[config.mk]
export PLATFORM = sky130hd
export DESIGN_NAME = pse_front
export DESIGN_NICKNAME = d
export VERILOG_FILES = /design/src/hw/rtl/pse_pkg.sv /design/src/hw/rtl/pse_front.sv
export SDC_FILE = /design/constraint.sdc
export NUM_CORES = 1
export LEC_CHECK = 0
export ABC_AREA = 1
export BUFFER_PORTS_ARGS = -buffer_cell sky130_fd_sc_hd__clkbuf_2
export CAP_MARGIN = 30
export CORE_UTILIZATION = 52
export DETAILED_ROUTE_END_ITERATION = 7
export GPL_ROUTABILITY_DRIVEN = 1
export HOLD_SLACK_MARGIN = 0.15
export PLACE_DENSITY = 0.76
export SYNTH_ARGS = -nofsm -noshare
export SYNTH_HDL_FRONTEND = slang
export SYNTH_SLANG_ARGS = --single-unit
[constraint.sdc]
create_clock -name clk -period 12 [get_ports clk]
set_input_delay 1.8 -clock clk [delete_from_list [all_inputs] [get_ports clk]]
set_output_delay 1.8 -clock clk [all_outputs]
set_load 0.02 [all_outputs]
[src/hw/rtl/pse_pkg.sv]
package pse_pkg;

	localparam int TABLE_DEPTH_DEF = 16;
	localparam int MAX_OUT = 16;
	localparam int CORDIC_STAGES = 16;
	localparam int CORDIC_W = 33;
	localparam int ANGLE_W = 34;

	// cordic start value, gain 0.60725 in q2.30
	localparam logic signed [CORDIC_W-1:0] CORDIC_X0 = 33'sd652032874;

	localparam logic KIND_LOAD = 1'b0;
	localparam logic KIND_EXPAND = 1'b1;

	// one queued transaction
	typedef struct packed {
		logic kind;
		logic [3:0] slot;
		logic signed [31:0] step_forward;
		logic signed [31:0] step_side;
		logic signed [15:0] step_turn;
		logic [31:0] step_cost;
		logic signed [31:0] pose_x;
		logic signed [31:0] pose_y;
		logic signed [15:0] pose_heading;
	} cmd_t;

	// queue head as seen by the back end
	typedef struct packed {
		logic valid;
		cmd_t cmd;
	} head_t;

	typedef enum logic [2:0] {
		B_IDLE,
		B_ROT,
		B_READ,
		B_MUL,
		B_SUM,
		B_OUT
	} back_state_t;

	// atan(2^-i) in units of pi / 2^31
	function automatic logic signed [ANGLE_W-1:0] atan_lut(input logic [3:0] i);
		logic signed [ANGLE_W-1:0] r;
		unique case (i)
			4'd0: r = 34'sd536870912;
			4'd1: r = 34'sd316933406;
			4'd2: r = 34'sd167458907;
			4'd3: r = 34'sd85004756;
			4'd4: r = 34'sd42667331;
			4'd5: r = 34'sd21354465;
			4'd6: r = 34'sd10679838;
			4'd7: r = 34'sd5340245;
			4'd8: r = 34'sd2670163;
			4'd9: r = 34'sd1335087;
			4'd10: r = 34'sd667544;
			4'd11: r = 34'sd333772;
			4'd12: r = 34'sd166886;
			4'd13: r = 34'sd83443;
			4'd14: r = 34'sd41722;
			default: r = 34'sd20861;
		endcase
		return r;
	endfunction

endpackage

[src/hw/rtl/pse_front.sv]
module pse_front import pse_pkg::*; (
	input logic clk,
	input logic arst_n,
	input logic push,
	input cmd_t push_cmd,
	output logic full,
	output head_t head,
	input logic pop
);

	localparam int QD = 2;

	cmd_t q_mem_q [QD];
	logic wr_ptr_q;
	logic rd_ptr_q;
	logic [1:0] cnt_q;

	// two-entry transaction queue
	always_ff @(posedge clk or negedge arst_n) begin
		if (!arst_n) begin
			wr_ptr_q <= 1'b0;
			rd_ptr_q <= 1'b0;
			cnt_q <= 2'd0;
		end else begin
			if (push)
				wr_ptr_q <= ~wr_ptr_q;
			if (pop)
				rd_ptr_q <= ~rd_ptr_q;
			cnt_q <= cnt_q + 2'(push) - 2'(pop);
		end
	end

	always_ff @(posedge clk) begin
		if (push)
			q_mem_q[wr_ptr_q] <= push_cmd;
	end

	assign full = (cnt_q == 2'(QD));
	assign head.valid = (cnt_q != 2'd0);
	assign head.cmd = q_mem_q[rd_ptr_q];

endmodule

==> results.cfg, run 1 <==
[power_and_ir_drop]
share_clk_of_total_power_pct = 24.6
switching_share_pct = 36.3
power_mw = 4.59
pwr_density_cell_mw_per_mm2 = 251
intPower_mw = 2.93
ir_worst_vdd_v = 0.000272
sequentialPowerShare_pct = 41.8
pwr-share-comb_pct = 33.7
power_switching_mw = 1.67
p_leak_nw = 7.90

[placed_design]
place.port_buffers = 399
dp_worst_setup_slack_ns = 7.39
post-place-cells = 1797
place_area_mm2 = 0.0171
place_congestion = 0.771
dp_hpwl_mm = 19.6

[floorplanning]
fp.dieArea_mm2 = 0.0294
initial_utilization_pct = 53.4
die_width_um = 172
io_pins = 400
rows = 61
core_area_mm2 = 0.0280
die_y_um = 172

[worst_setup_path]
critPathMaxStageDelay_ns = 0.81
slowest_stage = buf_4
cp-end-kind = output pin
cp.required_ns = 10.20
crit_fanout = 114
worstPathCellList = buf_4 > o21ai_0 > clkbuf_2
arrival_ns = 2.56
rrSetupSlack_ns = 9.00
worst-path-buf-inv = 2
rr_worst_depth = 3
critPathTopFamily = buffers and inverters
rr_endpoint = q_mem_q[0][123]$_DFFE_PP_
r2r_start = wr_ptr_q$_DFFE_PN0P_
path_class = register to output pin
cp-start-kind = register

[sta]
period_minus_slack_ns = 4.36
slew_headroom_pct = 34.2
rsz0062_at_grt = no
final_max_slew_viol_count = 0
max_freq_mhz = 229
min_period_over_period_pct = 36.3
final-hold-violation-count = 0
skew_ns = 0.00853
holdWs_ns = 0.552
setup_viol = 0
setup_tns_ns = 0
worstMarginPinSlew_ns = 0.987
setup_slack_ns = 7.64

[synth]
synthMuxAreaShare_pct = 0
synth_compound_area_share_pct = 6.59
synth-xor-area-share_pct = 0.117
yosys_warnings = 0
syn_inst = 1054
synthSimpleGateAreaFrac_pct = 5.21
synthAdderAreaFrac_pct = 0.167
synth_top_family_by_area = buffers and inverters
synth.cell_area_mm2 = 0.0150
syn_avg_cell_area_um2 = 14.2
ys_ff_latch = 398
synth-seq-area-share_pct = 79.8
synthesis.nets = 1257
synth_cell_types = 13

[finish]
finish.instance_area_mm2 = 0.0183
nFillCells = 1994
fin_cells = 1868
syn2layout_area_growth_pct = 22.5
nets = 1664
drive_gt1_share_pct = 31.1
multi_input_area_mm2 = 0.00181
regArea_mm2 = 0.0119
utilization_pct = 65.4

[run]
cap_violations = 0

[cts]
cts_root_buffer = clkbuf_16
clock_latency_ns = 0.51
cts_num_sinks = 398
cts_setup_buffers = 0
cts_buffer_depth = 3
cts_hold_buf = 0
post_cts_resized = 0
ctsHtreeMaxLevel = 2
cts_buffers = 40
clkTransAtPathRegs_ns = 0.06
cts_tree = done

[global_route]
grt_overflow = 0
grt_pass1_wl_mm = 42.4
track_usage_pct = 19.2
grt_pass1_vias = 8388
grt_max_degree = 115
antenna_found_initial = 3

[detailed_routing]
avgRoutedWirePerCell_um = 15.5
drt_wl_total_mm = 29.0
drc = 0
drtIter0Drc = 603
dr.pass1.iters = 4
routed-wl-met3_mm = 3.26
met2_length_mm = 14.3
vias = 8849
dr.max_layer_used = met5
ant_nets = 0
viasPerCell = 4.74
wl_met1_mm = 10.7

[hold_path]
whs_path_depth = 1
min_path_type = register to register
worstHoldStart = wr_ptr_q$_DFFE_PN0P_
min_to = wr_ptr_q$_DFFE_PN0P_

[run_status]
status = finished clean
kinds of logic (layout without fill, tap and decap cells):
group	Yosys count	in the layout
AOI/OAI and AO/OA	197	197
xor gates and xnor gates	2	2
adders and majority gates	2	2
buffers and inverters	248	683
DFF	398	398
other	0	1
and+or+nand+nor	207	207
power by group through the flow:
stage / logic, mW / clock network, mW / registers [mW]
2_1_floorplan: 1.11 / 0 / 1.99
3_3_place_gp: 1.52 / 0 / 1.94
3_5_place_dp: 1.56 / 0 / 1.95
4_1_cts: 1.57 / 1.16 / 1.92
5_1_grt: 1.70 / 1.21 / 1.94
6_report: 1.55 / 1.13 / 1.92
worst max path at each step:
stage / start / end / slack [ns] / cells after the start
finish: rd_ptr_q$_DFFE_PN0P_ / head[16] / 7.64 / 3
global route: rd_ptr_q$_DFFE_PN0P_ / head[16] / 7.40 / 3
CTS: rd_ptr_q$_DFFE_PN0P_ / head[42] / 7.62 / 3
detailed placement: push / q_mem_q[0][103]$_DFFE_PP_ / 7.39 / 5
global placement: push / q_mem_q[0][103]$_DFFE_PP_ / 7.37 / 5
floorplan: push / q_mem_q[0][0]$_DFFE_PP_ / 1.16 / 2
cells in the mapped netlist, drive strengths merged:
library cell	number	area share [%]
edfxtp	394	79
inv	204	5.1
nand2	204	5.1
o21ai	197	6.6
buf	40	2.9
clkbuf	4	0.10
dfrtp	4	0.67
ha	2	0.17
nor2	2	0.050
xor2	2	0.12
nand3	1	0.033
cells in the final DEF (no fill, tap or decap), drive strengths merged:
cell	count
ha	2
clkbuf	453
edfxtp	394
inv	206
clkinv	12
xor2	2
nand3	1
o21ai	197
dfrtp	4
bufinv	1
buf	10
diode	1
clkinvlp	1
nand2	204
nor2	2
routing by layer:
| layer | vias up | global-route usage (%) |
|---|---|---|
| met5 | - | 0 |
| met4 | 4 | 6.68 |
| met3 | 52 | 7.69 |
| met2 | 368 | 33.0 |
| met1 | 4041 | 21.6 |
| li1 | 4384 | - |
area by class of cell:
class | count | share of cell area [%]
multi-input cells | 408 | 9.90
clock inverters | 16 | 0.580
diodes | 1 | 0.0137
inverters | 204 | 4.22
well taps | 378 | 2.58
flip-flops and latches | 398 | 65.1
clock buffers | 54 | 5.92
repair buffers | 409 | 11.6
flip-flops by register name, indices dropped and copies added (netlist names):
register and cells:
q_mem_q 394, wr_ptr_q 1, rd_ptr_q 1, cnt_q 2
(Power assumes the default switching activity.)
==> inputs of run 2 (changes only) <==
--- a/config.mk
+++ b/config.mk
@@ -8,11 +8,11 @@
 export ABC_AREA = 1
 export BUFFER_PORTS_ARGS = -buffer_cell sky130_fd_sc_hd__clkbuf_2
 export CAP_MARGIN = 30
-export CORE_UTILIZATION = 52
+export CORE_UTILIZATION = 47
 export DETAILED_ROUTE_END_ITERATION = 7
 export GPL_ROUTABILITY_DRIVEN = 1
 export HOLD_SLACK_MARGIN = 0.15
-export PLACE_DENSITY = 0.76
+export PLACE_DENSITY = 0.72
 export SYNTH_ARGS = -nofsm -noshare
 export SYNTH_HDL_FRONTEND = slang
 export SYNTH_SLANG_ARGS = --single-unit
==> constraint.sdc (replaced) <==
create_clock -name clk -period 3.9 [get_ports clk]
set_input_delay 0.585 -clock clk [delete_from_list [all_inputs] [get_ports clk]]
set_output_delay 0.585 -clock clk [all_outputs]
set_load 0.02 [all_outputs]
==> run 2 against run 1 <==
Clock power grew to 3.4 times the previous value. Core utilization fell by 5.2 points. Sequential share of layout area is 1.0 points lower. Global-route usage fell by 0.40 points. Critical path depth up 1. Flip-flop and latch count unchanged. Critical path type unchanged. Largest cell class unchanged. Largest power group unchanged.
==> results.cfg, run 2 (same netlist as run 1, synthesis figures left out) <==
[sta]
rsz0062_at_grt = no
setup_slack_ns = 0.994
holdWs_ns = 0.258
final_max_slew_viol_count = 0
slew_headroom_pct = 50.4
final-hold-violation-count = 0
skew_ns = 0.0180
period_minus_slack_ns = 2.91
worstMarginPinSlew_ns = 0.745
max_freq_mhz = 344
min_period_over_period_pct = 74.5
setup_viol = 0

[power_and_ir_drop]
pwr_density_cell_mw_per_mm2 = 784
p_leak_nw = 8.03
ir_worst_vdd_v = 0.000553

[detailed_routing]
drc = 0
vias = 9037
dr.pass1.iters = 4
avgRoutedWirePerCell_um = 16.3
drtIter0Drc = 606
drt_wl_total_mm = 31.0
ant_nets = 0
viasPerCell = 4.76

[global_route]
grt_overflow = 0
grt_pass1_vias = 9010
grt_max_degree = 88
antenna_found_initial = 3
grt_pass1_wl_mm = 47.3
track_usage_pct = 18.8

[placed_design]
dp_worst_setup_slack_ns = 1.52
post-place-cells = 1825
place_area_mm2 = 0.0173
place_congestion = 0.815
dp_hpwl_mm = 21.3
place.port_buffers = 399

[finish]
drive_gt1_share_pct = 32.0
fin_cells = 1900
mostFrequentLayoutCells = clkbuf_2, edfxtp_1, nand2_1
reg.largest.list = q_mem_q: 394 flops, cnt_q: 2 flops
layout_commonest_cell = clkbuf_2
regArea_mm2 = 0.0119
multi_input_area_mm2 = 0.00183
finish.instance_area_mm2 = 0.0186
nFillCells = 2388
regMostFlops = q_mem_q
nets = 1676
largest_reg_flops = 394
syn2layout_area_growth_pct = 24.5

[worst_setup_path]
crit_fanout = 82
crit_end = head[121]
cp-start-kind = register
path_class = register to output pin
rrSetupSlack_ns = 2.02
rr_endpoint = q_mem_q[1][179]$_DFFE_PP_
cp.required_ns = 3.31
rr_worst_depth = 3
cp-startpoint = rd_ptr_q$_DFFE_PN0P_
arrival_ns = 2.32
cp-end-kind = output pin
r2r_start = wr_ptr_q$_DFFE_PN0P_

[run]
cap_violations = 0

[cts]
cts_setup_buffers = 0
cts_hold_buf = 1
post_cts_resized = 0
clkTransAtPathRegs_ns = 0.06
cts_num_sinks = 398
clock_latency_ns = 0.51
cts_buffers = 41
cts_tree = done
ctsHtreeMaxLevel = 2
cts_root_buffer = clkbuf_16
cts_buffer_depth = 3

[floorplanning]
rows = 64
fp.dieArea_mm2 = 0.0325
initial_utilization_pct = 48.4
die_width_um = 180
io_pins = 400
core_area_mm2 = 0.0309
die_y_um = 180

[run_status]
status = finished clean

[hold_path]
min_path_type = primary input to register
[run 2: area by class of cell]
cell class / instances / area share [%]
multi-input combinational: 408 / 9.83
clock inverter: 25 / 1.47
timing repair buffer: 420 / 12.1
clock buffer: 48 / 5.65
antenna: 1 / 0.0134
inverter: 204 / 4.20
sequential: 398 / 64.1
tap: 396 / 2.66
[run 2: critical path: stages, from the launching register on]
cell and delay [ns]:
dfrtp_4 0.92, buf_12 0.37, nand2_1 0.12, o21ai_1 0.14, clkbuf_2 0.21
[run 2: worst min path at each step]
stage	startpoint	end	slack [ns]	cells past startpoint
finish	push_cmd[195]	q_mem_q[1][195]$_DFFE_PP_	0.26	1
global route	push_cmd[172]	q_mem_q[1][172]$_DFFE_PP_	0.24	1
CTS	push_cmd[131]	q_mem_q[0][131]$_DFFE_PP_	0.24	1
detailed placement	arst_n	rd_ptr_q$_DFFE_PN0P_	0.41	1
global placement	arst_n	rd_ptr_q$_DFFE_PN0P_	0.40	1
floorplan	arst_n	cnt_q[0]$_DFF_PN0_	0.29	0
[run 2: layer usage]
layer  track usage, %  wire [µm]  up-vias
met5                0         31        -
met4             6.09        824        4
met3             7.74       3390       64
met2             32.5      15400      368
met1             21.1      11400     4190
li1                 -          -     4411
[run 2: metrics by stage]
step | TNS [ns] | power (mW) | util, %
3_3_place_gp | 0 | 10.8 | 55.9
2_1_floorplan | -15.41 | 9.43 | -
6_report | 0 | 14.6 | 60.2
3_5_place_dp | 0 | 10.9 | 55.9
4_1_cts | 0 | 14.8 | 60.2
5_1_grt | 0 | 15.3 | 60.2
[run 2: power breakdown]
part | switching [mW] | leakage, nW | internal (mW)
logic | 3.41 | 3.63 | 1.37
clock network | 1.51 | 0.649 | 2.33
registers | 0.303 | 3.74 | 5.67
total | 5.23 | 8.03 | 9.36
